## src/sv/tsb_pkg.sv

```systemverilog
// Shared constants, codes and pipeline types of the texture sampler.
package tsb_pkg;

  localparam int MAX_DIM         = 128;
  localparam int COORD_FRAC_BITS = 16;
  localparam int WEIGHT_BITS     = 8;

  localparam int XY_W      = 7;
  localparam int CH_W      = 8;
  localparam int NUM_CH    = 3;
  localparam int TEXEL_W   = NUM_CH * CH_W;
  localparam int COORD_W   = 17;
  localparam int DIM_W     = 8;
  localparam int IDX_W     = $clog2(MAX_DIM);
  localparam int ADDR_W    = 2 * IDX_W;
  localparam int DEPTH     = MAX_DIM * MAX_DIM;
  localparam int PROD_W    = COORD_W + DIM_W;
  localparam int TB_W      = PROD_W + 1;
  localparam int FL_W      = TB_W - COORD_FRAC_BITS;
  localparam int NI_W      = PROD_W - COORD_FRAC_BITS;
  localparam int IN_DATA_W = 72;
  localparam int OUT_DATA_W = TEXEL_W;
  localparam int CFG_IDX_W = 2;
  localparam int CFG_DATA_W = 8;

  localparam logic [CFG_IDX_W-1:0] REG_TEX_WIDTH   = CFG_IDX_W'(0);
  localparam logic [CFG_IDX_W-1:0] REG_TEX_HEIGHT  = CFG_IDX_W'(1);
  localparam logic [CFG_IDX_W-1:0] REG_FILTER_MODE = CFG_IDX_W'(2);

  localparam logic ACT_LOAD       = 1'b0;
  localparam logic ACT_SAMPLE     = 1'b1;
  localparam logic FILTER_BILINEAR = 1'b0;
  localparam logic FILTER_NEAREST  = 1'b1;

  localparam logic [DIM_W-1:0] DIM_RESET = DIM_W'(MAX_DIM);

  typedef struct packed {
    logic                action;
    logic [XY_W-1:0]     texel_x;
    logic [XY_W-1:0]     texel_y;
    logic [CH_W-1:0]     red_in;
    logic [CH_W-1:0]     green_in;
    logic [CH_W-1:0]     blue_in;
    logic [COORD_W-1:0]  u_coord;
    logic [COORD_W-1:0]  v_coord;
  } tsb_item_t;

  typedef struct packed {
    logic [DIM_W-1:0] width;
    logic [DIM_W-1:0] height;
    logic             nearest;
  } tsb_cfg_t;

  typedef struct packed {
    logic                   valid;
    logic                   load;
    logic [IDX_W-1:0]       x0;
    logic [IDX_W-1:0]       x1;
    logic [IDX_W-1:0]       y0;
    logic [IDX_W-1:0]       y1;
    logic [WEIGHT_BITS-1:0] wx;
    logic [WEIGHT_BITS-1:0] wy;
    logic [TEXEL_W-1:0]     texel;
  } tsb_addr_t;

  typedef struct packed {
    logic                   valid;
    logic [WEIGHT_BITS-1:0] wx;
    logic [WEIGHT_BITS-1:0] wy;
    logic [TEXEL_W-1:0]     tl;
    logic [TEXEL_W-1:0]     tr;
    logic [TEXEL_W-1:0]     bl;
    logic [TEXEL_W-1:0]     br;
  } tsb_quad_t;

endpackage

```

## src/sv/tsb_skid.sv

```systemverilog
// Output register with a skid entry that decouples the pipeline from the result channel.
module tsb_skid (
  input  logic                            clk,
  input  logic                            rst_n,
  input  logic                            in_valid,
  input  logic [tsb_pkg::OUT_DATA_W-1:0]  in_data,
  output logic                            in_ready,
  output logic                            out_tvalid,
  input  logic                            out_tready,
  output logic [tsb_pkg::OUT_DATA_W-1:0]  out_tdata
);

  logic                            out_valid_r;
  logic [tsb_pkg::OUT_DATA_W-1:0]  out_data_r;
  logic                            skid_valid_r;
  logic [tsb_pkg::OUT_DATA_W-1:0]  skid_data_r;
  logic                            up_xfer;

  assign in_ready = !skid_valid_r;
  assign up_xfer  = in_valid && !skid_valid_r;

  always_ff @(posedge clk) begin
    if (!rst_n) begin
      out_valid_r  <= 1'b0;
      skid_valid_r <= 1'b0;
    end else if (out_tready || !out_valid_r) begin
      if (skid_valid_r) begin
        out_valid_r  <= 1'b1;
        out_data_r   <= skid_data_r;
        skid_valid_r <= 1'b0;
      end else begin
        out_valid_r <= up_xfer;
        out_data_r  <= in_data;
      end
    end else if (up_xfer) begin
      skid_valid_r <= 1'b1;
      skid_data_r  <= in_data;
    end
  end

  assign out_tvalid = out_valid_r;
  assign out_tdata  = out_data_r;

endmodule

```

## config.mk

```make
export PLATFORM = sky130hd
export DESIGN_NAME = tsb_skid
export DESIGN_NICKNAME = d
export VERILOG_FILES = /design/src/sv/tsb_pkg.sv /design/src/sv/tsb_skid.sv
export SDC_FILE = /design/constraint.sdc
export NUM_CORES = 1
export LEC_CHECK = 0
export BUFFER_PORTS_ARGS = -buffer_cell sky130_fd_sc_hd__buf_2
export CORE_MARGIN = 8
export CORE_UTILIZATION = 45
export DETAILED_ROUTE_END_ITERATION = 10
export PLACE_DENSITY_LB_ADDON = 0.15
export SYNTH_ARGS = -nofsm -noshare
export SYNTH_HDL_FRONTEND = slang
export SYNTH_SLANG_ARGS = --single-unit
export TNS_END_PERCENT = 1
```

## constraint.sdc

```tcl
create_clock -name clk -period 3.8 [get_ports clk]
set_input_delay 1.14 -clock clk [delete_from_list [all_inputs] [get_ports clk]]
set_output_delay 1.14 -clock clk [all_outputs]
set_load 0.1 [all_outputs]
```

# After elaboration in Yosys (flattened, before gate mapping)
# Index checks and enable logic that the tools add are counted.
[totals]
register_bits = 50
in_bits = 28
output_inout_bits = 26
[classes]
n_mux = 2
bitwise_logic = 2
n_reduce_logical = 7
[op_table]
columns = ["cell", "n"]
rows = [
  ["$mux W24", 1],
  ["$reduce_and A3 Y1", 1],
  ["$logic_not A1 Y1", 2],
  ["$not A1 Y1", 2],
  ["$reduce_and A2 Y1", 1],
  ["$reduce_or A2 Y1", 1],
  ["$logic_and A1 B1 Y1", 1],
  ["$logic_or A1 B1 Y1", 1],
  ["$mux W1", 1],
]

# Longest topological paths before layout
[logic_depth]
ltp_word = 4
depth_mapped = 4

# Least setup slack after synthesis
# Ideal clock, no wire load.
[synth_path]
path_kind = "input port to flip-flop"
startpoint = "input out_tready"
endpoint = "register skid_data_r[0] (netlist bit), enable pin"
setup_time_ps = 435
arrival_time_ps = 3077
required_ps = 3365
slack_ps = 288
cell_stages = 2
cell_sequence = "nand2b_1 > nor3_1"
[synth_between]
elab_chain_len = 3
[synth_rtl]
columns = ["element", "line_no", "source"]
rows = [
  ["start: declaration", "tsb_skid.sv:9", "input logic out_tready,"],
  ["$logic_or A1 B1 Y1", "tsb_skid.sv:26", "end else if (out_tready || !out_valid_r) begin"],
  ["$not A1 Y1 (no source line)", "n/a", ""],
  ["$reduce_and A3 Y1 (no source line)", "n/a", ""],
  ["end signal: assignment", "tsb_skid.sv:37", "skid_data_r <= in_data;"],
  ["end: declaration", "tsb_skid.sv:16", "logic [tsb_pkg::OUT_DATA_W-1:0] skid_data_r;"],
]
# Every way passes these cells.
# A chain may end at the register's enable or synchronous reset.

# Worst setup path after layout
[layout_path]
startpoint = "input out_tready"
endpoint = "register out_data_r, in the netlist out_tdata[16], enable pin"
[layout_between]
elab_chain_len = 2
[layout_rtl]
columns = ["element", "line_no", "source"]
rows = [
  ["$logic_or A1 B1 Y1", "tsb_skid.sv:26", ""],
  ["$reduce_and A2 Y1 (no source line)", "n/a", ""],
  ["end signal: assignment", "tsb_skid.sv:29", "out_data_r <= skid_data_r;"],
  ["end signal: assignment", "tsb_skid.sv:33", "out_data_r <= in_data;"],
  ["end: declaration", "tsb_skid.sv:14", "logic [tsb_pkg::OUT_DATA_W-1:0] out_data_r;"],
]
# Every way passes these cells.

==> results.cfg <==
[final_layout]
multi_input_area_um2 = 386.6
syn_to_final_growth_pct = 20.55
nets = 174
diodes = 0
nFillCells = 334
layout-drive-gt1-share_pct = 61.90
regArea_um2 = 1483
design_area_um2 = 2312

[synthesis]
ys_seq_area_share_pct = 77.23
synth_area_per_cell_um2 = 22.57
ys_ff_latch = 50
syn_area_um2 = 1918
yosys_warnings = 0
syn_nets = 113
postSynthCellCount = 85
synth_cell_types = 14

[drt]
vias = 948
met2_length_um = 1681
top_layer_used = met4
wirelength_um = 3363
wire_per_inst_um = 17.07
route.detailed.drc = 0
wl_met1_um = 1358
vias_per_cell = 4.812
wl_met3_um = 287
antenna_left = 0
drt_iter0_drc = 51
drtPass1Iterations = 2

[pwr]
pwr_density_cell_nw_per_um2 = 480.8
irDropWorstVdd_uv = 252.1
p_leak_nw = 0.8948
totalPowerFinal_mw = 1.112

[flow_run]
maxCapViolCount = 0

[floorplan]
coreArea_um2 = 4058
num_rows = 23
io_pins = 54
die_y_um = 81.29
die_w_um = 81.29
die-area_um2 = 6607
start_util_pct = 47.27

[critical_path]
cp_max_fo = 13
start_kind = input pin
critical_path_arrival_ps = 2250
required_ps = 3790
path_class = in -> reg
worstSetupEndpointType = register

[sta]
hold_viol = 0
max_freq_mhz = 443.8
fin_crit_ps = 2253
worstMarginPinSlew_ps = 548.1
clock_skew_ps = 6.457
rsz0062_at_grt = no
fin_tns_setup_ps = 0
layout_setup_ws_ps = 1547
slew_headroom_pct = 63.46
slew_violations = 0
final-setup-viol-count = 0
fin_crit_sh_pct = 59.29

[place]
place_ws_ps = 1209
gp_congestion = 0.6409
dpl.hpwl_um = 2554
io_buffers = 53
placed_area_um2 = 2231

[clocking]
clock-sinks = 50
worstSkewPairLatency_ps = 290
ctsHtreeMaxLevel = 2
postCtsSetupBuffers = 0
numCtsBuffers = 5
postCtsResizedCells = 0
clk_pin_slew_ps = 90
clockBufferDepth = 2
clock-root-buffer = clkbuf_8
ctsHoldBuffers = 0
cts_tree = built

[global_routing]
grt_start_max_net_pins = 27
grt_pass1_wl_um = 5237
gr-total-overflow = 0
antenna_found_initial = 0
grt_pass1_vias = 1043
grtUsageTotal_pct = 10.76

[outcome]
outcome = finished clean

[min_path]
min_path_type = reg -> reg
worst paths after layout:
check / slack, ps / startpoint / cells after the start / end
worst max-delay path: 1550 / out_tready / 4 / out_tdata[16]
worst min register to register: 550 / skid_data_r[12] / 1 / out_tdata[12]
worst min-delay path: 550 / skid_data_r[12] / 1 / out_tdata[12]
worst max register to register: 2170 / out_tvalid / 3 / out_tdata[16]
layout make-up:
cell class / instances / share of cell area, %
multi-input cells: 31 / 16.72
repair buffers: 57 / 12.77
flip-flops and latches: 50 / 64.12
clock inverters: 2 / 0.3788
inverters: 1 / 0.1623
well taps: 50 / 2.706
clock buffers: 6 / 3.139
layout by cell type, fill, tap and decap left out, drive strengths merged:
| cell type | synthesis | final |
|---|---|---|
| a21boi | 1 | 1 |
| and2 | 1 | 1 |
| buf | 3 | 57 |
| clkbuf | 0 | 6 |
| clkinv | 0 | 2 |
| dfxtp | 2 | 2 |
| edfxtp | 48 | 48 |
| inv | 1 | 1 |
| mux2 | 24 | 24 |
| nand2 | 1 | 1 |
| nand2b | 1 | 1 |
| nor2 | 1 | 1 |
| nor3 | 1 | 1 |
| nor3b | 1 | 1 |
per-layer routing:
metal  track usage (%)  vias to the layer above
li1                  -                      452
met1             12.83                      456
met2             16.55                       34
met3             5.629                        6
met4             3.214                        0
met5                 0                        -
worst max-delay path: stages:
cell      delay, ps
buf_2            70
nand2b_1        200
and2_1          510
buf_4           320
through the flow:
stage	util, %	hold slack, ps	instances
after floorplan	-	523.1	85
after detailed placement	54.98	535.6	189
final	56.98	552.6	197
after global placement	54.98	530.5	189
after CTS	56.98	555.9	197
after global routing	56.98	575.3	197
Yosys cell counts (all sizes together):
cell type  instances  share of area (%)
dfxtp              2                2.1
a21boi             1               0.39
nor3b              1               0.65
and2               1               0.33
nand2b             1               0.33
buf                3                2.7
mux2              24                 17
nand2              1               0.20
inv                1               0.20
nor2               1               0.33
nor3               1               0.26
edfxtp            48                 75
power breakdown:
group	switching [mW]	leakage, nW	internal [mW]
sequential	0.00515	0.466	0.628
clock	0.157	0.0426	0.127
combinational	0.153	0.386	0.0423
state kept, by name, indices dropped and copies added, names as in the netlist:
name and cells:
skid_data_r 24, out_tdata 24, skid_valid_r 1, out_tvalid 1
cell families (layout without fill, tap and decap cells):
| group | count (synthesis) | count (layout) | synth area share (%) |
|---|---|---|---|
| simple gates | 6 | 6 | 2.087 |
| mux | 24 | 24 | 17.42 |
| compound gates | 1 | 1 | 0.3915 |
| buf+inv | 4 | 66 | 2.870 |
| flops | 50 | 50 | 77.23 |
Power figures use the tool's default switching activity.
