==> src/sv/tsb_pkg.sv <==
// Shared constants, codes and pipeline types of the texture sampler.
package tsb_pkg;

  localparam int MAX_DIM         = 128;
  localparam int COORD_FRAC_BITS = 16;
  localparam int WEIGHT_BITS     = 8;

  localparam int XY_W      = 7;
  localparam int CH_W      = 8;
  localparam int NUM_CH    = 3;
  localparam int TEXEL_W   = NUM_CH * CH_W;
  localparam int COORD_W   = 17;
  localparam int DIM_W     = 8;
  localparam int IDX_W     = $clog2(MAX_DIM);
  localparam int ADDR_W    = 2 * IDX_W;
  localparam int DEPTH     = MAX_DIM * MAX_DIM;
  localparam int PROD_W    = COORD_W + DIM_W;
  localparam int TB_W      = PROD_W + 1;
  localparam int FL_W      = TB_W - COORD_FRAC_BITS;
  localparam int NI_W      = PROD_W - COORD_FRAC_BITS;
  localparam int IN_DATA_W = 72;
  localparam int OUT_DATA_W = TEXEL_W;
  localparam int CFG_IDX_W = 2;
  localparam int CFG_DATA_W = 8;

  localparam logic [CFG_IDX_W-1:0] REG_TEX_WIDTH   = CFG_IDX_W'(0);
  localparam logic [CFG_IDX_W-1:0] REG_TEX_HEIGHT  = CFG_IDX_W'(1);
  localparam logic [CFG_IDX_W-1:0] REG_FILTER_MODE = CFG_IDX_W'(2);

  localparam logic ACT_LOAD       = 1'b0;
  localparam logic ACT_SAMPLE     = 1'b1;
  localparam logic FILTER_BILINEAR = 1'b0;
  localparam logic FILTER_NEAREST  = 1'b1;

  localparam logic [DIM_W-1:0] DIM_RESET = DIM_W'(MAX_DIM);

  typedef struct packed {
    logic                action;
    logic [XY_W-1:0]     texel_x;
    logic [XY_W-1:0]     texel_y;
    logic [CH_W-1:0]     red_in;
    logic [CH_W-1:0]     green_in;
    logic [CH_W-1:0]     blue_in;
    logic [COORD_W-1:0]  u_coord;
    logic [COORD_W-1:0]  v_coord;
  } tsb_item_t;

  typedef struct packed {
    logic [DIM_W-1:0] width;
    logic [DIM_W-1:0] height;
    logic             nearest;
  } tsb_cfg_t;

  typedef struct packed {
    logic                   valid;
    logic                   load;
    logic [IDX_W-1:0]       x0;
    logic [IDX_W-1:0]       x1;
    logic [IDX_W-1:0]       y0;
    logic [IDX_W-1:0]       y1;
    logic [WEIGHT_BITS-1:0] wx;
    logic [WEIGHT_BITS-1:0] wy;
    logic [TEXEL_W-1:0]     texel;
  } tsb_addr_t;

  typedef struct packed {
    logic                   valid;
    logic [WEIGHT_BITS-1:0] wx;
    logic [WEIGHT_BITS-1:0] wy;
    logic [TEXEL_W-1:0]     tl;
    logic [TEXEL_W-1:0]     tr;
    logic [TEXEL_W-1:0]     bl;
    logic [TEXEL_W-1:0]     br;
  } tsb_quad_t;

endpackage

==> src/sv/tsb_filter.sv <==
// Filter stages: vertical lerp of both columns, then horizontal lerp.
module tsb_filter (
  input  logic                          clk,
  input  logic                          rst_n,
  input  logic                          en,
  input  tsb_pkg::tsb_quad_t            quad_i,
  output logic                          f_valid,
  output logic [tsb_pkg::TEXEL_W-1:0]   f_data
);

  localparam int MUL_W = tsb_pkg::CH_W + tsb_pkg::WEIGHT_BITS + 1;
  localparam logic [tsb_pkg::WEIGHT_BITS:0] W_ONE =
    (tsb_pkg::WEIGHT_BITS + 1)'(2 ** tsb_pkg::WEIGHT_BITS);

  function automatic logic [tsb_pkg::CH_W-1:0] lerp(
    input logic [tsb_pkg::CH_W-1:0]        a,
    input logic [tsb_pkg::CH_W-1:0]        b,
    input logic [tsb_pkg::WEIGHT_BITS-1:0] w
  );
    logic [MUL_W:0] s;
    s = (MUL_W + 1)'(MUL_W'(a) * MUL_W'(W_ONE - {1'b0, w})) +
        (MUL_W + 1)'(MUL_W'(b) * MUL_W'(w));
    return s[tsb_pkg::WEIGHT_BITS +: tsb_pkg::CH_W];
  endfunction

  function automatic logic [tsb_pkg::CH_W-1:0] chan(
    input logic [tsb_pkg::TEXEL_W-1:0] t,
    input int                           c
  );
    return t[tsb_pkg::TEXEL_W - 1 - c * tsb_pkg::CH_W -: tsb_pkg::CH_W];
  endfunction

  logic                           e_valid_r;
  logic [tsb_pkg::WEIGHT_BITS-1:0] e_wx_r;
  logic [tsb_pkg::CH_W-1:0]       e_left_r  [tsb_pkg::NUM_CH];
  logic [tsb_pkg::CH_W-1:0]       e_right_r [tsb_pkg::NUM_CH];
  logic [tsb_pkg::CH_W-1:0]       e_left_nxt  [tsb_pkg::NUM_CH];
  logic [tsb_pkg::CH_W-1:0]       e_right_nxt [tsb_pkg::NUM_CH];
  logic                           f_valid_r;
  logic [tsb_pkg::TEXEL_W-1:0]    f_data_r;
  logic [tsb_pkg::TEXEL_W-1:0]    f_data_nxt;

  always_comb begin
    for (int c = 0; c < tsb_pkg::NUM_CH; c++) begin
      e_left_nxt[c]  = lerp(chan(quad_i.tl, c), chan(quad_i.bl, c), quad_i.wy);
      e_right_nxt[c] = lerp(chan(quad_i.tr, c), chan(quad_i.br, c), quad_i.wy);
    end
  end

  always_comb begin
    for (int c = 0; c < tsb_pkg::NUM_CH; c++) begin
      f_data_nxt[c * tsb_pkg::CH_W +: tsb_pkg::CH_W] = lerp(e_left_r[c], e_right_r[c], e_wx_r);
    end
  end

  always_ff @(posedge clk) begin
    if (!rst_n) begin
      e_valid_r <= 1'b0;
      f_valid_r <= 1'b0;
    end else if (en) begin
      e_valid_r <= quad_i.valid;
      f_valid_r <= e_valid_r;
    end
    if (en) begin
      e_wx_r    <= quad_i.wx;
      e_left_r  <= e_left_nxt;
      e_right_r <= e_right_nxt;
      f_data_r  <= f_data_nxt;
    end
  end

  assign f_valid = f_valid_r;
  assign f_data  = f_data_r;

endmodule

==> config.mk <==
export PLATFORM = sky130hd
export DESIGN_NAME = tsb_filter
export DESIGN_NICKNAME = d
export VERILOG_FILES = /design/src/sv/tsb_pkg.sv /design/src/sv/tsb_filter.sv
export SDC_FILE = /design/constraint.sdc
export NUM_CORES = 2
export LEC_CHECK = 0
export BUFFER_PORTS_ARGS = -buffer_cell sky130_fd_sc_hd__buf_2
export CAP_MARGIN = 20
export CORE_MARGIN = 8
export CORE_UTILIZATION = 25
export CTS_CLUSTER_SIZE = 16
export DETAILED_ROUTE_END_ITERATION = 6
export PLACE_DENSITY = 0.49
export SYNTH_ARGS = -nofsm -noshare
export SYNTH_HDL_FRONTEND = slang
export SYNTH_SLANG_ARGS = --single-unit
==> constraint.sdc <==
create_clock -name clk -period 10.15 [get_ports clk]
set_clock_uncertainty 0.1 [all_clocks]
set_input_delay 2.03 -clock clk [delete_from_list [all_inputs] [get_ports clk]]
set_output_delay 2.03 -clock clk [all_outputs]
set_load 0.005 [all_outputs]
# ---- After elaboration in Yosys (flattened, before gate mapping)
# Index checks and enable logic that the tools add are counted.
dict set report word_totals {
  reg_bits 82
  latchBits 0
  mem_bits_rw 0
  romBits 0
  output_inout_bits 25
  mem_count 0
}
dict set report op_classes {
  add_sub_neg 11
  mul 18
  div_mod_pow 0
  magnitude_cmp 0
  eq_ne 0
  n_shift 0
  mux 0
  bitwise 0
  reduce_logical 0
}
# cell n
set ops {}
lappend ops {{8-bit by 17-bit multiplier with 16-bit output} 9}
lappend ops {{16-bit adder} 9}
lappend ops {{8-bit by 8-bit multiplier with 16-bit output} 9}
lappend ops {{9-bit by 8-bit subtractor with 10-bit output, first input constant} 2}

# ---- Logic depth before layout (Yosys ltp)
dict set report depth {
  depth_word 3
  mapped_depth 26
}

# ---- Worst setup path before layout
# OpenSTA, ideal clock, no wires.
dict set report synth_timing {
  path_kind {input-to-reg}
  startpoint {input quad_i[96] (netlist name)}
  endpoint {register e_right_r[2] (netlist name) (data pin)}
  setup_time_ns 0.261
  arrival_ns 7.651
  required_ns 9.789
  slack_ns 2.138
  stages 22
  path_cell_list {buf_2 > inv_1 > ha_1 > xnor2_1 > clkbuf_1 > clkbuf_1 > nand2_1 > fa_1 > fa_1 > fa_1 > inv_1 > fa_1 > fa_1 > inv_1 > fa_1 > inv_1 > ha_1 > a2111oi_2 > a21bo_2 > a31oi_4 > nor2b_1 > o311a_1}
}
# element line_no
set synth_rtl {}
lappend synth_rtl {{start: declaration} tsb_filter.sv:6} ;# input tsb_pkg::tsb_quad_t quad_i,
lappend synth_rtl {{end signal: assignment} tsb_filter.sv:67} ;# e_right_r <= e_right_nxt;
lappend synth_rtl {{end: declaration} tsb_filter.sv:36} ;# logic [tsb_pkg::CH_W-1:0] e_right_r [tsb_pkg::NUM_CH];

==> impl_metrics.toml <==
[drt]
vias = 28560
wl_per_cell_um = 16.38
dr.pass1.iters = 4
drt_iter0_drc = 1122
viasPerCell = 4.221
drt-total-wl_um = 110800
final_antenna_net_count = 0
drc = 0

[setup_path]
critPathArrivalTime_ns = 8.77
crit_type = "primary input to register"
reg2reg_to = "f_data[13]"
critPathMaxFanout = 19
critical_path.startpoint_type = "primary input"
worstPathRequired_ns = 10.23
cp-end-kind = "register"
reg2regPathDepth = 23
rr_startpoint = "e_wx_r[1]"
ff2ff_setup_slack_ns = 2.75

[min_path]
holdPathEnd = "f_valid"
holdPathStages = 2
min-delay-path-class = "register to register"
hold_start = "e_valid_r"

[die]
fp-row-count = 150
die_height_um = 424.7
die-area_sq_um = 180300
start_util_pct = 25.08
pin_count = 141
core_sq_um = 166500
fp.dieW_um = 424.7

[clock_network]
clock_latency_ns = 0.44
cts-root-buf = "clkbuf_16"
cts.sinks = 82
htreeDepth = 3
holdBufCountCts = 0
cts_made_buffers = 9
clkTransAtPathRegs_ns = 0.09
cts_tree = "built"
cts_buffer_depth = 2
ctsResizeCount = 0
post_cts_buffers = 0

[place]
gp_congestion = 0.7934
port_buffers = 140
place.detailed.hpwl_um = 90980
placed_area_sq_um = 45030

[sta]
max-slew-margin-rel_pct = 28.43
setup_viol_count_final = 0
final_hold_viol_count = 0
drv_slew = 0
rsz0062_at_grt = "no"
finalCritPeriodShare_pct = 85.59
clock.fmax_mhz = 115.1
worst_pin_slew_ns = 1.068
tns_ns = 0
fin_crit_ns = 8.687

[synth]
synth_async_sr_flop_share_pct = 0
syn_inst = 4524
synth-edff-count = 80
synth_nets = 6082
synth-seq-cells = 82
synth_warnings = 0
syn_area_sq_um = 41750
synth.distinct_cells = 67
synth_flop_cell = "edfxtp_1"
synth-seq-area-share_pct = 5.850
synth_area_per_cell_sq_um = 9.228

[global_routing]
use_met1_pct = 16.63
grt_usage_pct = 12.64
grt_pass1_vias = 31480
met2_usage_pct = 22.26
busiest_layer = "met2"
grt_pass1_wl_um = 178700
use_met3_pct = 1.768
grt_start_max_net_pins = 63
antenna_found_initial = 27
grt_overflow = 0

[finish]
fin_area_sq_um = 45380
fin_nets = 6106
areaGrowthSynthToFinish_pct = 8.688
final_common_cell = "inv_1"
final_cell_mix = "inv_1 (1195), fa_1 (900), and2_1 (723), ha_1 (541), nand2_1 (506)"
drive_gt1_share_pct = 5.096

[run]
maxCapViolations = 0

[outcome]
status = "finished clean"
-- through the flow --
stage | hold WS (ns) | std cells | setup WS [ns] | util [%]
detailed placement | 0.4061 | 6741 | 0.9694 | 27.05
global placement | 0.3946 | 6741 | 1.053 | 27.05
global route | 0.4484 | 6763 | 1.038 | 27.25
finish | 0.4186 | 6765 | 1.463 | 27.26
floorplan | 0.3824 | 4524 | 2.138 | -
CTS | 0.4296 | 6757 | 1.456 | 27.25
-- worst max path at each step --
stage / start / end / depth (start not counted)
finish: quad_i[99] / e_left_r[23] / 22
global route: quad_i[99] / e_right_r[14] / 23
CTS: quad_i[99] / e_right_r[14] / 23
detailed placement: quad_i[99] / e_left_r[23] / 22
global placement: quad_i[99] / e_left_r[23] / 22
floorplan: quad_i[96] / e_right_r[2] / 22
-- final cells by class --
cell class                 count  area (sq um)
tap                         2204          2758
timing repair buffer         179          1049
clock inverter                 7         96.34
fill                       17890        121100
sequential                    82          2442
inverter                    1195          4486
antenna                        8         20.02
clock buffer                   9         225.2
multi-input combinational   3081         34300
-- flip-flops by register name, summed over array words and instances (netlist names) --
register / flops
e_left_r: 24
e_right_r: 24
e_valid_r: 1
e_wx_r: 8
f_data: 24
f_valid: 1
-- per-layer routing --
metal / share of wire (%) / vias to the layer above / routed length, um
met2: 49 / 425 / 54720
met1: 46 / 14800 / 50690
met5: 0 / - / 0
met4: 1.5 / 0 / 1665
li1: - / 13240 / -
met3: 3.4 / 100 / 3740
-- cells by family after synthesis --
group / after synthesis / share of synthesized area (%)
and+or+nand+nor: 1359 / 17.08
AOI/OAI and AO/OA: 145 / 2.446
muxes: 3 / 0.07193
xor gates and xnor gates: 132 / 2.769
buffers and inverters: 1361 / 12.38
DFF: 82 / 5.850
adders and majority gates: 1442 / 59.40
-- Yosys cell counts (all sizes together) (7+ instances only) --
| cell | count | area share (%) |
|---|---|---|
| a21o | 11 | 0.20 |
| a21oi | 38 | 0.46 |
| and2 | 727 | 11 |
| and3 | 8 | 0.12 |
| buf | 50 | 0.59 |
| clkbuf | 116 | 1.0 |
| edfxtp | 80 | 5.8 |
| fa | 900 | 43 |
| ha | 542 | 16 |
| inv | 1195 | 11 |
| nand2 | 506 | 4.5 |
| nand3 | 19 | 0.23 |
| nand4 | 14 | 0.22 |
| nor2 | 48 | 0.44 |
| nor3 | 18 | 0.28 |
| o211ai | 10 | 0.20 |
| o21a | 16 | 0.29 |
| o21ai | 28 | 0.34 |
| o41ai | 7 | 0.21 |
| xnor2 | 97 | 2.0 |
| xor2 | 35 | 0.73 |
-- worst max-delay path: stages --
cell and delay [ns]:
buf_2 0.39, nor3_2 0.11, nand3_1 0.24, nor3_2 0.09, xnor2_2 0.83, buf_4 0.42, nand2_1 0.12, fa_1 0.52
fa_1 0.54, inv_1 0.05, fa_1 0.48, fa_1 0.45, fa_1 0.51, inv_1 0.05, fa_1 0.47, inv_1 0.04
ha_1 0.34, a211o_1 0.30, o21ai_0 0.23, nand2_1 0.11, o41ai_1 0.31, xnor2_1 0.11
Power is not shown: default switching activity piles up to over one toggle a cycle in this logic, so the estimate is an artifact.
