[src/sv/tsb_pkg.sv]
// Shared constants, codes and pipeline types of the texture sampler.
package tsb_pkg;

  localparam int MAX_DIM         = 128;
  localparam int COORD_FRAC_BITS = 16;
  localparam int WEIGHT_BITS     = 8;

  localparam int XY_W      = 7;
  localparam int CH_W      = 8;
  localparam int NUM_CH    = 3;
  localparam int TEXEL_W   = NUM_CH * CH_W;
  localparam int COORD_W   = 17;
  localparam int DIM_W     = 8;
  localparam int IDX_W     = $clog2(MAX_DIM);
  localparam int ADDR_W    = 2 * IDX_W;
  localparam int DEPTH     = MAX_DIM * MAX_DIM;
  localparam int PROD_W    = COORD_W + DIM_W;
  localparam int TB_W      = PROD_W + 1;
  localparam int FL_W      = TB_W - COORD_FRAC_BITS;
  localparam int NI_W      = PROD_W - COORD_FRAC_BITS;
  localparam int IN_DATA_W = 72;
  localparam int OUT_DATA_W = TEXEL_W;
  localparam int CFG_IDX_W = 2;
  localparam int CFG_DATA_W = 8;

  localparam logic [CFG_IDX_W-1:0] REG_TEX_WIDTH   = CFG_IDX_W'(0);
  localparam logic [CFG_IDX_W-1:0] REG_TEX_HEIGHT  = CFG_IDX_W'(1);
  localparam logic [CFG_IDX_W-1:0] REG_FILTER_MODE = CFG_IDX_W'(2);

  localparam logic ACT_LOAD       = 1'b0;
  localparam logic ACT_SAMPLE     = 1'b1;
  localparam logic FILTER_BILINEAR = 1'b0;
  localparam logic FILTER_NEAREST  = 1'b1;

  localparam logic [DIM_W-1:0] DIM_RESET = DIM_W'(MAX_DIM);

  typedef struct packed {
    logic                action;
    logic [XY_W-1:0]     texel_x;
    logic [XY_W-1:0]     texel_y;
    logic [CH_W-1:0]     red_in;
    logic [CH_W-1:0]     green_in;
    logic [CH_W-1:0]     blue_in;
    logic [COORD_W-1:0]  u_coord;
    logic [COORD_W-1:0]  v_coord;
  } tsb_item_t;

  typedef struct packed {
    logic [DIM_W-1:0] width;
    logic [DIM_W-1:0] height;
    logic             nearest;
  } tsb_cfg_t;

  typedef struct packed {
    logic                   valid;
    logic                   load;
    logic [IDX_W-1:0]       x0;
    logic [IDX_W-1:0]       x1;
    logic [IDX_W-1:0]       y0;
    logic [IDX_W-1:0]       y1;
    logic [WEIGHT_BITS-1:0] wx;
    logic [WEIGHT_BITS-1:0] wy;
    logic [TEXEL_W-1:0]     texel;
  } tsb_addr_t;

  typedef struct packed {
    logic                   valid;
    logic [WEIGHT_BITS-1:0] wx;
    logic [WEIGHT_BITS-1:0] wy;
    logic [TEXEL_W-1:0]     tl;
    logic [TEXEL_W-1:0]     tr;
    logic [TEXEL_W-1:0]     bl;
    logic [TEXEL_W-1:0]     br;
  } tsb_quad_t;

endpackage

[src/sv/tsb_coord.sv]
// Coordinate stages: scale by the texture size, then floor, weight, wrap and clamp.
module tsb_coord (
  input  logic                clk,
  input  logic                rst_n,
  input  logic                en,
  input  logic                a_valid,
  input  tsb_pkg::tsb_item_t  a_item,
  input  tsb_pkg::tsb_cfg_t   cfg,
  output tsb_pkg::tsb_addr_t  addr_o
);

  localparam logic [tsb_pkg::TB_W-1:0] BIAS =
    tsb_pkg::TB_W'(2 ** (tsb_pkg::COORD_FRAC_BITS - 1));
  localparam logic [tsb_pkg::FL_W:0] ONE_FL = (tsb_pkg::FL_W + 1)'(1);

  function automatic logic [tsb_pkg::DIM_W-1:0] eff_dim(input logic [tsb_pkg::DIM_W-1:0] d);
    logic [tsb_pkg::DIM_W-1:0] r;
    r = d;
    if (d == '0) r = tsb_pkg::DIM_W'(1);
    else if (d > tsb_pkg::DIM_W'(tsb_pkg::MAX_DIM)) r = tsb_pkg::DIM_W'(tsb_pkg::MAX_DIM);
    return r;
  endfunction

  function automatic logic [tsb_pkg::IDX_W-1:0] wrap_index(
    input logic [tsb_pkg::FL_W:0]    b,
    input logic [tsb_pkg::DIM_W-1:0] dim
  );
    logic [tsb_pkg::FL_W:0] i;
    logic [tsb_pkg::FL_W:0] d;
    d = (tsb_pkg::FL_W + 1)'(dim);
    if (b == '0) begin
      i = d - ONE_FL;
    end else begin
      i = b - ONE_FL;
      if (i >= d) i = i - d;
      if (i >= d) i = d - ONE_FL;
    end
    return i[tsb_pkg::IDX_W-1:0];
  endfunction

  function automatic logic [tsb_pkg::IDX_W-1:0] near_index(
    input logic [tsb_pkg::NI_W-1:0]  n,
    input logic [tsb_pkg::DIM_W-1:0] dim
  );
    logic [tsb_pkg::NI_W-1:0] d1;
    logic [tsb_pkg::NI_W-1:0] r;
    d1 = tsb_pkg::NI_W'(dim) - tsb_pkg::NI_W'(1);
    r  = (n > d1) ? d1 : n;
    return r[tsb_pkg::IDX_W-1:0];
  endfunction

  logic                        b_valid_r;
  tsb_pkg::tsb_item_t          b_item_r;
  logic [tsb_pkg::PROD_W-1:0]  b_pu_r;
  logic [tsb_pkg::PROD_W-1:0]  b_pv_r;
  logic [tsb_pkg::PROD_W-1:0]  b_pu_nxt;
  logic [tsb_pkg::PROD_W-1:0]  b_pv_nxt;
  logic [tsb_pkg::DIM_W-1:0]   w_eff;
  logic [tsb_pkg::DIM_W-1:0]   h_eff;

  logic [tsb_pkg::TB_W-1:0]    tbx;
  logic [tsb_pkg::TB_W-1:0]    tby;
  logic [tsb_pkg::FL_W:0]      fbx;
  logic [tsb_pkg::FL_W:0]      fby;
  tsb_pkg::tsb_addr_t          c_r;
  tsb_pkg::tsb_addr_t          c_nxt;

  assign w_eff    = eff_dim(cfg.width);
  assign h_eff    = eff_dim(cfg.height);
  assign b_pu_nxt = tsb_pkg::PROD_W'(a_item.u_coord) * tsb_pkg::PROD_W'(w_eff);
  assign b_pv_nxt = tsb_pkg::PROD_W'(a_item.v_coord) * tsb_pkg::PROD_W'(h_eff);

  always_ff @(posedge clk) begin
    if (!rst_n) begin
      b_valid_r <= 1'b0;
    end else if (en) begin
      b_valid_r <= a_valid;
    end
    if (en) begin
      b_item_r <= a_item;
      b_pu_r   <= b_pu_nxt;
      b_pv_r   <= b_pv_nxt;
    end
  end

  assign tbx = tsb_pkg::TB_W'(b_pu_r) + BIAS;
  assign tby = tsb_pkg::TB_W'(b_pv_r) + BIAS;
  assign fbx = {1'b0, tbx[tsb_pkg::TB_W-1 -: tsb_pkg::FL_W]};
  assign fby = {1'b0, tby[tsb_pkg::TB_W-1 -: tsb_pkg::FL_W]};

  always_comb begin
    c_nxt       = '0;
    c_nxt.valid = b_valid_r;
    c_nxt.load  = (b_item_r.action == tsb_pkg::ACT_LOAD);
    c_nxt.texel = {b_item_r.red_in, b_item_r.green_in, b_item_r.blue_in};
    if (b_item_r.action == tsb_pkg::ACT_LOAD) begin
      c_nxt.valid = b_valid_r &&
                    (int'(b_item_r.texel_x) < tsb_pkg::MAX_DIM) &&
                    (int'(b_item_r.texel_y) < tsb_pkg::MAX_DIM);
      c_nxt.x0 = tsb_pkg::IDX_W'(b_item_r.texel_x);
      c_nxt.y0 = tsb_pkg::IDX_W'(b_item_r.texel_y);
      c_nxt.x1 = c_nxt.x0;
      c_nxt.y1 = c_nxt.y0;
    end else if (cfg.nearest) begin
      c_nxt.x0 = near_index(b_pu_r[tsb_pkg::PROD_W-1 -: tsb_pkg::NI_W], w_eff);
      c_nxt.y0 = near_index(b_pv_r[tsb_pkg::PROD_W-1 -: tsb_pkg::NI_W], h_eff);
      c_nxt.x1 = c_nxt.x0;
      c_nxt.y1 = c_nxt.y0;
    end else begin
      c_nxt.x0 = wrap_index(fbx, w_eff);
      c_nxt.x1 = wrap_index(fbx + ONE_FL, w_eff);
      c_nxt.y0 = wrap_index(fby, h_eff);
      c_nxt.y1 = wrap_index(fby + ONE_FL, h_eff);
      c_nxt.wx = tbx[tsb_pkg::COORD_FRAC_BITS-1 -: tsb_pkg::WEIGHT_BITS];
      c_nxt.wy = tby[tsb_pkg::COORD_FRAC_BITS-1 -: tsb_pkg::WEIGHT_BITS];
    end
  end

  always_ff @(posedge clk) begin
    if (!rst_n) begin
      c_r.valid <= 1'b0;
    end else if (en) begin
      c_r.valid <= c_nxt.valid;
    end
    if (en) begin
      c_r.load  <= c_nxt.load;
      c_r.x0    <= c_nxt.x0;
      c_r.x1    <= c_nxt.x1;
      c_r.y0    <= c_nxt.y0;
      c_r.y1    <= c_nxt.y1;
      c_r.wx    <= c_nxt.wx;
      c_r.wy    <= c_nxt.wy;
      c_r.texel <= c_nxt.texel;
    end
  end

  assign addr_o = c_r;

endmodule

[config.mk]
export PLATFORM = sky130hd
export DESIGN_NAME = tsb_coord
export DESIGN_NICKNAME = d
export VERILOG_FILES = /design/src/sv/tsb_pkg.sv /design/src/sv/tsb_coord.sv
export SDC_FILE = /design/constraint.sdc
export NUM_CORES = 1
export LEC_CHECK = 0
export BUFFER_PORTS_ARGS = -buffer_cell sky130_fd_sc_hd__buf_2
export CELL_PAD_IN_SITES_DETAIL_PLACEMENT = 0
export CELL_PAD_IN_SITES_GLOBAL_PLACEMENT = 1
export CORE_ASPECT_RATIO = 0.8
export CORE_MARGIN = 4
export CORE_UTILIZATION = 40
export CTS_CLUSTER_SIZE = 16
export DETAILED_ROUTE_END_ITERATION = 16
export PLACE_DENSITY = 0.72
export SLEW_MARGIN = 15
export SYNTH_ARGS = -nofsm -noshare
export SYNTH_HDL_FRONTEND = slang
export SYNTH_SLANG_ARGS = --single-unit
[constraint.sdc]
create_clock -name clk -period 7.8 [get_ports clk]
set_clock_uncertainty 0.05 [all_clocks]
set_input_delay 1.56 -clock clk [delete_from_list [all_inputs] [get_ports clk]]
set_output_delay 1.56 -clock clk [all_outputs]
set_load 0.02 [all_outputs]
### Word level (Yosys, flattened, before mapping)

Index checks and enable logic that the tools add are counted.
Widths: inputs -> output; s select.

* register bits after elaboration: 160
* bits in latches: 0
* bits in writable memories: 0
* ROM bits: 0
* input port bits: 94
* output and inout port bits: 70
* word-level logic and storage cells: 88
* memories kept: 0

* add/sub/neg operators: 16
* multipliers: 2
* div/mod/pow operators: 0
* magnitude comparators: 12
* equality and inequality tests: 0
* shift-type cells: 0
* muxes and demuxes: 32
* bitwise gates (word level): 1
* reductions and logical operators: 7

Operators by type and width (number)
* $mux 11: 16
* $ge 11x8->1: 8
* $mux 7: 10
* $mux 28: 2
* $add 25x16->26 const B: 2
* $mul 17x8->25: 2
* $logic_not 11->1: 4
* $sub 11x8->11: 4
* $mux 8: 4
* $add 10x1->11 const B: 2
* $sub 10x1->11 const B: 2
* $sub 11x1->11 const B: 2
* $gt 9x9->1: 2
* $sub 8x1->9 const B: 2
* $gt 8x8->1 const B: 2
* $logic_not 8->1: 2
* $sub 7x1->7 const B: 2
* $reduce_or 2->1: 1
* $not 1->1: 1

### Longest topological paths before layout

Gate-level depths: netlist (run 1).

* word-level depth: 13
* mapped depth: 30
* depth with buffers taken out: 27

### Worst setup path before layout (run 1)

Ideal clock, no wire load.

* path kind: input -> register
* start: input cfg[10] (netlist name)
* end: register c_r (netlist bit addr_o[61]), data pin
* setup time: 0.152 ns
* data arrival time: 7.097 ns
* required time: 7.598 ns
* slack: 0.500 ns
* stages: 25
* path buffers: 2
* cells stage by stage: nor4_1 -> a21oi_1 -> nor2_1 -> clkbuf_1 -> clkbuf_1 -> ha_1 -> nor2b_1 -> o21ai_0 -> a21boi_0 -> o31a_1 -> o31a_1 -> nor4_1 -> nand2_1 -> mux2_2 -> ha_1 -> nand2b_1 -> a21o_1 -> a21o_1 -> a21o_1 -> a21o_1 -> a211oi_1 -> o21ai_0 -> a2111oi_2 -> mux2_2 -> o21ai_0

RTL lines
* start: declaration: RTL line tsb_coord.sv:8 `input tsb_pkg::tsb_cfg_t cfg,`
* end: declaration: RTL line tsb_coord.sv:65 `tsb_pkg::tsb_addr_t c_r;`

==> reports/qor.csv, run 1 <==
stage;metric;value;unit
sta;Final Slew Violations;0;
finish;Layout area overhead;12.3;%
global_routing;global-route wire length before repair;79300;µm
sta;post-route worst hold slack;367;ps
worst_hold_path;worst min-delay path startpoint;b_item_r[49];
finish;fraction of layout cells with a size suffix above 1;14.3;%
clock_network;deepest level of the CTS H-tree;4;
synthesis;cells after synthesis;1862;
worst_setup_path;r2r startpoint;b_pv_r[16];
worst_setup_path;Worst R2R Setup Slack;510;ps
global_routing;global-route usage over all layers;20.7;%
route;Post-DRT Antenna Nets;0;
worst_setup_path;data arrival at the endpoint of the critical path;7520;ps
synthesis;cell with the most instances after synthesis;inv_1;
global_routing;GRT overflow;0;
synthesis;cell types occupying the most area after synthesis;edfxtp_1 (24%), fa_1 (20%), ha_1 (12%), inv_1 (5.0%), and2_1 (4.9%);
clock_network;clk_lat worst skew;450;ps
floorplan;initial core utilization;40.4;%
finish;design area;0.0201;mm²
worst_setup_path;capturing point of the worst reg2reg path;addr_o[41];
flow_run;count of max-cap constraint violations;0;
route;per-cell routed wire length;18.9;µm
floorplan;number of standard-cell rows in the floorplan;69;
synthesis;register bit total from synthesis;144;
worst_setup_path;worst setup path category;reg -> reg;
worst_hold_path;worst hold endpoint;addr_o[15];
clock_network;PostCTS Resize Cnt;0;
floorplan;total die area;0.0483;mm²
placed_design;post-placement cell count;2602;
placed_design;number of I/O port buffers;163;
floorplan;area of the core region;0.0444;mm²
synthesis;sequential element share of the synthesized area;24.0;%
clock_network;clock tree root buffer cell;clkbuf_16;
outcome;run status;finished clean;
synthesis;most instantiated cells after synthesis;inv_1 (240), nand2_1 (208), fa_1 (182);
clock_network;cts bufs inserted;17;
synthesis;Async SR Flop Fraction;0;%
clock_network;clock-pin slew on the worst setup and hold paths;70;ps
synthesis;Mapped Avg Cell Area;9.64;µm²
sta;fin crit share;93.5;%
sta;Setup-failing EPs final;0;
synthesis;cell area after technology mapping;0.0179;mm²
synthesis;yosys synthesis warning count;0;
clock_network;TritonCTS clock tree;yes;
sta;worst slew margin relative to its limit;33.9;%
worst_setup_path;Crit. End Element;flip-flop;
global_routing;via count of the first global-routing pass;14187;
route;starting DRC count in detailed routing;967;
finish;ant diodes;0;
global_routing;number of antenna violations at the first check in global routing;2;
global_routing;pin count of the biggest net entering global routing;82;
sta;Hold Violations, Final;0;
worst_setup_path;path depth of the worst reg2reg path;25;
synthesis;fraction of synthesized cell area taken by the top area cell type;23.8;%
synthesis;Top FF cell, synth;edfxtp_1;
floorplan;Die Width;245;µm
floorplan;Top-Level Pins;164;
route;wire length after detailed routing;49700;µm
placed_design;Routability Congestion;0.894;
placed_design;Area after DPL;0.0195;mm²
synthesis;distinct cell type count after synthesis;86;
worst_setup_path;required time of the critical path;8020;ps
clock_network;clk sinks;144;
power;maximum ir drop on the vdd rail;0.000183;V
route;Via Count;14086;
sta;Max Clk Rate;137;MHz
worst_setup_path;sort of element at the start of the critical path;flip-flop;
finish;count of placed standard cells in the final layout, fillers left out;2635;
route;number of detailed-routing iterations run before antenna repair;5;
sta;slew at the pin closest to its max-slew limit;992;ps
sta;RSZ-0062 raised after global routing;false;
sta;time the final worst path needs with I/O delays and setup;7290;ps
power;leakage;0.00874;µW
sta;TNS Setup;0;ps
route;DRC violation count after routing;0;
finish;total number of nets in the final design;2469;
synthesis;Synth area leader;edfxtp_1;
worst_hold_path;Min-Delay Path Class;reg -> reg;
floorplan;die height;197;µm
clock_network;count of hold-fix buffers inserted at cts;0;
placed_design;final HPWL from detailed placement;39500;µm
worst_hold_path;number of cells traversed by the worst hold path;0;
worst_setup_path;critical path peak fanout;11;
clock_network;clock tree buffer depth;2;
power;areal power density over the cells;345;mW/mm²
route;routed vias/inst;5.35;
synthesis;number of synthesized flops with an enable pin;142;
worst max-delay path: stages, from the launching register on:
cell      delay (ps)
edfxtp_1         530
ha_1             410
and2b_1          240
or2_2            360
ha_1             430
nor4_1           340
and3_1           200
o211ai_1         210
xnor2_1          250
ha_1             420
o21a_1           170
o31ai_1          100
a21oi_1          420
a21oi_1          120
mux2i_1          330
ha_1             280
nand2b_1         150
a21o_1           180
a21o_1           170
a211oi_1         250
o21bai_1         120
a31oi_1          220
o311ai_0         160
a31o_2           280
or4_4            510
o221ai_2         210
placed cells by master, fill, tap and decap left out, types with 36 or more instances in the layout:
master    synthesis  layout
and2_1          140     140
buf_2             6     162
edfxtp_1        142     142
o21ai_0          49      49
fa_1            182     182
nand3_1          36      36
xnor2_1          70      70
ha_1            174     174
a21oi_1          50      50
inv_1           240     240
nor2_1           80      78
nand2_1         208     208
flip-flops by register name (all words and copies together), names as in the netlist:
name       flops
addr_o        70
b_pu_r        17
b_valid_r      1
b_pv_r        17
b_item_r      39
timing repair:
item	in CTS	in global routing
setup buffers	0	1
endpoints found under the setup margin	0	7
hold endpoints to repair	0	0
report_power, final:
group / leakage, µW / total (µW) / switching [µW] / internal, µW
clock network: 0.000287 / 869 / 361 / 507
logic: 0.00703 / 4830 / 2810 / 2020
registers: 0.00142 / 1260 / 161 / 1090
logic make-up after synthesis:
family,synth area share [%]
flip-flops,24.0
AND/OR/NAND/NOR,18.2
other,0.0209
multiplexers,2.61
buffers and inverters,6.46
adder cells (fa/ha/maj),32.4
AO/OA/AOI/OAI,11.9
XOR/XNOR,4.39
metrics by stage:
stage	total power, µW	worst slack, ps	util (%)
3_5_place_dp	6010	265	44.0
2_1_floorplan	4790	500	-
3_3_place_gp	5940	323	44.0
5_1_grt	7640	44.8	45.4
6_report	6960	505	45.4
4_1_cts	6930	457	45.4
cell type report:
| class | instances | area, µm² |
|---|---|---|
| clock inverter | 14 | 180 |
| inverter | 242 | 908 |
| timing repair buffer | 197 | 1080 |
| clock buffer | 18 | 429 |
| fill | 4320 | 24200 |
| multi-input combinational | 1417 | 12500 |
| sequential | 144 | 4300 |
| tap | 603 | 754 |
layer usage:
layer | vias up | wire length, µm | GRT usage, %
met4 | 0 | 828 | 5.13
met2 | 446 | 20100 | 29.2
li1 | 6687 | - | -
met3 | 53 | 3300 | 3.84
met5 | - | 0 | 0
met1 | 6900 | 25500 | 32.5
how the worst max path moves through the flow:
stage	slack, ps	to	from	depth (start not counted)
2_1_floorplan	500	addr_o[61]	cfg[10]	25
3_3_place_gp	320	addr_o[42]	cfg[8]	22
3_5_place_dp	270	b_pv_r[24]	cfg[8]	22
4_1_cts	460	addr_o[41]	b_pv_r[16]	25
5_1_grt	40	addr_o[41]	b_pv_r[16]	25
6_report	510	addr_o[41]	b_pv_r[16]	25
Note: power is estimated with default switching activity, not from simulation.
==> run 2, diff against run 1 <==
--- a/config.mk
+++ b/config.mk
@@ -14,6 +14,7 @@
 export CTS_CLUSTER_SIZE = 16
 export DETAILED_ROUTE_END_ITERATION = 16
 export PLACE_DENSITY = 0.72
+export RECOVER_POWER = 50
 export SLEW_MARGIN = 15
 export SYNTH_ARGS = -nofsm -noshare
 export SYNTH_HDL_FRONTEND = slang
==> reports/qor.csv, run 2 (synthesized netlist as in run 1, its figures left out) <==
stage;metric;value;unit;change
outcome;run status;complete, but fails checks;;
outcome;violations in the final reports;max-capacitance violations, max-slew violations;;
route;Post-DRT Antenna Nets;0;;unchanged
placed_design;placement-stage worst setup slack;265;ps;unchanged
power;areal power density over the cells;346;mW/mm²;+0.20%
finish;area used by multi-input combinational logic;0.0125;mm²;unchanged
worst_setup_path;critical path peak fanout;11;;unchanged
sta;worst slew margin relative to its limit;-153;%;-190 points
clock_network;count of hold-fix buffers inserted at cts;0;;unchanged
floorplan;Top-Level Pins;164;;unchanged
placed_design;Routability Congestion;0.894;;unchanged
clock_network;deepest level of the CTS H-tree;4;;unchanged
clock_network;clock tree buffer depth;2;;unchanged
sta;Max Clk Rate;137;MHz;about the same
finish;filler instances;4340;;+0.46%
placed_design;final HPWL from detailed placement;39500;µm;unchanged
power;clock network power share;12.4;%;about the same
worst_setup_path;path depth of the worst reg2reg path;25;;unchanged
sta;TNS Setup;0;ps;unchanged
sta;time the final worst path needs with I/O delays and setup;7300;ps;+5.26 ps
clock_network;clk_lat worst skew;450;ps;about the same
power;Sequential Power Share;18.1;%;about the same
power;Comb pwr share;69.5;%;about the same
clock_network;clk sinks;144;;unchanged
global_routing;number of antenna violations at the first check in global routing;2;;unchanged
power;cell internal power dissipation;3620;µW;-0.21%
route;routed vias/inst;5.35;;about the same
worst_hold_path;Min-Delay Path Class;reg -> reg;;
finish;number of flip-flops under the largest register name;70;;unchanged
global_routing;via count of the first global-routing pass;14187;;unchanged
global_routing;GRT overflow;0;;unchanged
worst_setup_path;sort of element at the start of the critical path;flip-flop;;
sta;RSZ-0062 raised after global routing;false;;
clock_network;cts bufs inserted;17;;unchanged
worst_setup_path;maximum cell stage delay along the critical path;530;ps;about the same
sta;Setup-failing EPs final;0;;unchanged
global_routing;pin count of the biggest net entering global routing;82;;unchanged
floorplan;number of standard-cell rows in the floorplan;69;;unchanged
worst_setup_path;data arrival at the endpoint of the critical path;7520;ps;about the same
finish;total number of nets in the final design;2469;;unchanged
power;leakage;0.00861;µW;-1.5%
route;starting DRC count in detailed routing;917;;-5.2%
route;per-cell routed wire length;18.9;µm;about the same
sta;Hold Violations, Final;0;;unchanged
floorplan;die height;197;µm;unchanged
clock_network;clock-pin slew on the worst setup and hold paths;70;ps;about the same
global_routing;global-route wire length before repair;79300;µm;unchanged
finish;sequential cell area;0.00430;mm²;unchanged
finish;fraction of layout cells with a size suffix above 1;12.4;%;-2.0 points
floorplan;initial core utilization;40.4;%;unchanged
clock_network;TritonCTS clock tree;yes;;
sta;Final Slew Violations;94;;+94
sta;fin worst setup slack;500;ps;-5.26 ps
finish;utilization after layout;45.3;%;-0.13 points
placed_design;number of I/O port buffers;163;;unchanged
flow_run;count of max-cap constraint violations;2;;+2
sta;slew at the pin closest to its max-slew limit;3800;ps;+2810 ps
route;Via Count;14095;;+0.064%
global_routing;global-route usage over all layers;20.7;%;unchanged
floorplan;area of the core region;0.0444;mm²;unchanged
worst_setup_path;worst setup path category;reg -> reg;;
finish;most common cell after layout, fill and taps aside;inv_1;;
route;DRC violation count after routing;0;;unchanged
worst_setup_path;Crit. End Element;flip-flop;;
route;number of detailed-routing iterations run before antenna repair;5;;unchanged
power;Net Switching;3330;µW;about the same
floorplan;Die Width;245;µm;unchanged
power;switching share of power;48.0;%;+0.062 points
finish;Layout area overhead;11.9;%;
worst_hold_path;number of cells traversed by the worst hold path;0;;unchanged
worst_setup_path;cell with the largest stage delay on the worst path;edfxtp_1;;
worst_setup_path;library cell appearing most often on the critical path;ha_1;;
worst_setup_path;required time of the critical path;8020;ps;about the same
finish;ant diodes;0;;unchanged
floorplan;total die area;0.0483;mm²;unchanged
sta;fin crit share;93.6;%;about the same
clock_network;clock tree root buffer cell;clkbuf_16;;
power;maximum ir drop on the vdd rail;0.000183;V;about the same
finish;commonest non-fill, non-tap cells in the layout;inv_1 (240), nand2_1 (208), fa_1 (182), ha_1 (174), edfxtp_1 (142);;
route;wire length after detailed routing;49700;µm;about the same
run 2: cell count changes in the layout (fill, tap and decap cells not counted), sizes merged:
cell,previous run,this run
buf,197,157
clkbuf,18,58
run 2: critical path, delay by kind of cell (launching register included):
kind | cells | cell delay (ps)
AO/OA/AOI/OAI | 13 | 2610
XOR/XNOR | 1 | 250
adder cells (fa/ha/maj) | 4 | 1550
flip-flops | 1 | 530
multiplexers | 1 | 340
AND/OR/NAND/NOR | 6 | 1800
run 2: worst paths after layout:
check	start	to	slack, ps
max	b_pv_r[16]	addr_o[42]	500
min	b_item_r[49]	addr_o[15]	370
max reg2reg	b_pv_r[16]	addr_o[42]	500
min reg2reg	b_item_r[49]	addr_o[15]	370
run 2: repair_timing:
item,in CTS,in global routing
setup endpoints to repair,0,7
buffers inserted,0,1
resized for setup,0,0
run 2: metal layers:
metal	share of wire, %	up-vias	track usage, %
met5	0	-	0
met4	1.6	0	5.13
met3	7.1	51	3.84
met2	40	466	29.2
met1	51	6883	32.5
li1	-	6695	-
run 2: layout make-up:
cell class                 count  area share [%]
multi-input combinational   1417            62.2
sequential                   144            21.4
timing repair buffer         197            5.07
inverter                     242            4.52
tap                          603            3.76
clock buffer                  18            2.14
clock inverter                14           0.897
run 2: power by group through the flow:
stage | Combinational, µW | Clock, µW | Sequential, µW
2_1_floorplan | 3540 | 0 | 1250
5_1_grt | 5420 | 926 | 1280
3_3_place_gp | 4680 | 0 | 1260
6_report | 4830 | 865 | 1260
4_1_cts | 4790 | 893 | 1250
3_5_place_dp | 4740 | 0 | 1270
run 2: metrics by stage:
step,area (µm²),instances,hold WS (ps),total power [µW]
after detailed placement,19500,2602,355,6010
after global placement,19500,2602,351,5940
after floorplan,17900,1863,350,4790
final,20100,2635,368,6950
after global routing,20100,2635,377,7630
after CTS,20100,2634,368,6930
==> run 3, diff against run 2 <==
--- a/config.mk
+++ b/config.mk
@@ -13,7 +13,7 @@
 export CORE_UTILIZATION = 40
 export CTS_CLUSTER_SIZE = 16
 export DETAILED_ROUTE_END_ITERATION = 16
-export PLACE_DENSITY = 0.72
+export PLACE_DENSITY = 0.75
 export RECOVER_POWER = 50
 export SLEW_MARGIN = 15
 export SYNTH_ARGS = -nofsm -noshare
==> reports/qor.csv, run 3 (synthesized netlist as in run 1, its figures left out) <==
stage;metric;value;unit;change
worst_setup_path;Crit. End Element;flip-flop;;
sta;Final Slew Violations;108;;+15%
sta;Hold Violations, Final;0;;unchanged
route;routed vias/inst;5.37;;+0.46%
route;Post-DRT Antenna Nets;0;;unchanged
sta;TNS Setup;0;ps;unchanged
worst_setup_path;critical path peak fanout;11;;unchanged
clock_network;clock-pin slew on the worst setup and hold paths;80;ps;about the same
clock_network;count of hold-fix buffers inserted at cts;0;;unchanged
sta;post-route worst hold slack;368;ps;-0.130 ps
sta;RSZ-0062 raised after global routing;false;;
finish;number of flip-flops under the largest register name;70;;unchanged
clock_network;PostCTS Resize Cnt;0;;unchanged
finish;commonest non-fill, non-tap cells in the layout;inv_1 (240), nand2_1 (208), fa_1 (182), ha_1 (174), edfxtp_1 (142);;
sta;Setup-failing EPs final;0;;unchanged
worst_setup_path;data arrival at the endpoint of the critical path;7440;ps;-80 ps
route;starting DRC count in detailed routing;1034;;+13%
floorplan;number of standard-cell rows in the floorplan;69;;unchanged
floorplan;die height;197;µm;unchanged
clock_network;cts bufs inserted;17;;unchanged
clock_network;post-CTS setup buffer count;0;;unchanged
route;per-cell routed wire length;18.6;µm;-1.5%
placed_design;Routability Congestion;0.896;;+0.30%
power;Comb pwr share;69.6;%;about the same
floorplan;area of the core region;0.0444;mm²;unchanged
power;leakage;0.00864;µW;+0.25%
sta;Max Clk Rate;136;MHz;-0.45%
clock_network;TritonCTS clock tree;yes;;
finish;fraction of layout cells with a size suffix above 1;13.0;%;+0.63 points
floorplan;total die area;0.0483;mm²;unchanged
sta;slew at the pin closest to its max-slew limit;4280;ps;+484 ps
global_routing;pin count of the biggest net entering global routing;79;;-3.7%
power;Net Switching;3310;µW;-0.62%
floorplan;initial core utilization;40.4;%;unchanged
route;wire length after detailed routing;48900;µm;-1.7%
finish;most common cell after layout, fill and taps aside;inv_1;;
finish;ant diodes;0;;unchanged
clock_network;clock tree root buffer cell;clkbuf_16;;
sta;time the final worst path needs with I/O delays and setup;7330;ps;+33.3 ps
global_routing;global-route wire length before repair;78800;µm;-0.59%
clock_network;clk_lat worst skew;450;ps;about the same
floorplan;Die Width;245;µm;unchanged
power;switching share of power;48.2;%;+0.27 points
sta;worst slew margin relative to its limit;-185;%;-32 points
power;maximum ir drop on the vdd rail;0.000200;V;+9.2%
sta;fin crit share;94.0;%;+0.43 points
worst_setup_path;required time of the critical path;7900;ps;-120 ps
outcome;violations in the final reports;max-capacitance violations, max-slew violations;;
clock_network;deepest level of the CTS H-tree;4;;unchanged
route;number of detailed-routing iterations run before antenna repair;7;;+2
finish;Layout area overhead;11.8;%;about the same
global_routing;via count of the first global-routing pass;14187;;unchanged
route;DRC violation count after routing;0;;unchanged
clock_network;clk sinks;144;;unchanged
route;Via Count;14127;;+0.23%
worst_setup_path;sort of element at the start of the critical path;flip-flop;;
power;areal power density over the cells;342;mW/mm²;-1.1%
global_routing;GRT overflow;0;;unchanged
placed_design;number of I/O port buffers;163;;unchanged
placed_design;final HPWL from detailed placement;38800;µm;-1.8%
clock_network;clock tree buffer depth;2;;unchanged
power;Sequential Power Share;18.5;%;+0.4 points
global_routing;global-route usage over all layers;20.5;%;-0.21 points
worst_hold_path;Min-Delay Path Class;reg -> reg;;
power;clock network power share;11.9;%;-0.5 points
outcome;run status;complete, but fails checks;;
worst_setup_path;worst setup path category;reg -> reg;;
flow_run;count of max-cap constraint violations;2;;unchanged
floorplan;Top-Level Pins;164;;unchanged
global_routing;number of antenna violations at the first check in global routing;2;;unchanged
power;cell internal power dissipation;3560;µW;-1.7%
finish;total number of nets in the final design;2463;;-0.24%
==> run 3: changes by cell type in the layout (fill, tap and decap cells not counted), sizes merged <==
cell / previous run / this run
clkinv: 5 / 7
clkinvlp: 3 / 1
clkbuf: 58 / 41
inv: 245 / 247
bufinv: 3 / 1
buf: 157 / 168
==> run 3: final timing paths <==
kind                start         end  slack, ps  cells after the start
min reg2reg  b_item_r[50]  addr_o[16]        370                      0
max            b_pu_r[15]  addr_o[54]        470                     26
max reg2reg    b_pu_r[15]  addr_o[54]        470                     26
min          b_item_r[50]  addr_o[16]        370                      0
==> run 3: through the flow <==
stage | cells | total power, µW | util (%) | instance area, µm² | setup WS (ps)
global route | 2629 | 7550 | 45.2 | 20100 | 4.39
floorplan | 1863 | 4790 | - | 17900 | 500
global placement | 2597 | 5930 | 44.0 | 19500 | 349
finish | 2629 | 6870 | 45.2 | 20100 | 467
CTS | 2629 | 6870 | 45.3 | 20100 | 582
detailed placement | 2597 | 5990 | 44.0 | 19500 | 301
==> run 3: final cells by class <==
cell class | instances | area (µm²)
tap | 603 | 754
fill | 4325 | 24300
inverter | 242 | 908
timing repair buffer | 191 | 1040
sequential | 144 | 4300
clock inverter | 14 | 133
clock buffer | 18 | 429
multi-input combinational | 1417 | 12500
==> run 3: per-layer routing <==
metal | vias up | GRT usage (%) | share of wire, %
met5 | - | 0 | 0.027
met4 | 2 | 4.84 | 1.7
met3 | 56 | 3.99 | 7.3
met2 | 485 | 30.1 | 42
met1 | 6918 | 31.2 | 49
li1 | 6666 | - | -
==> run 3: power groups by stage <==
stage               Clock [µW]  Sequential [µW]  Combinational [µW]
finish                     814             1270                4780
CTS                        843             1270                4750
floorplan                    0             1250                3540
global route               876             1290                5380
global placement             0             1280                4640
detailed placement           0             1280                4710
==> run 3: worst max-delay path, cell delays in order, from the launching register on <==
cell and delay (ps):
edfxtp_1 550, ha_1 450, xor2_1 170, buf_4 160
ha_1 200, inv_1 100, a2111oi_2 660, xnor2_1 230
xor2_1 300, ha_1 330, or2_2 300, a21oi_1 160
a21oi_1 90, nor2_1 150, and4_1 500, mux2i_1 360
ha_1 280, nand2b_1 140, a21o_1 170, a21o_1 170
a21oi_1 150, nor2b_1 60, o21ai_0 150, a21oi_1 110
a311o_1 310, o21ai_1 480, o221ai_1 250
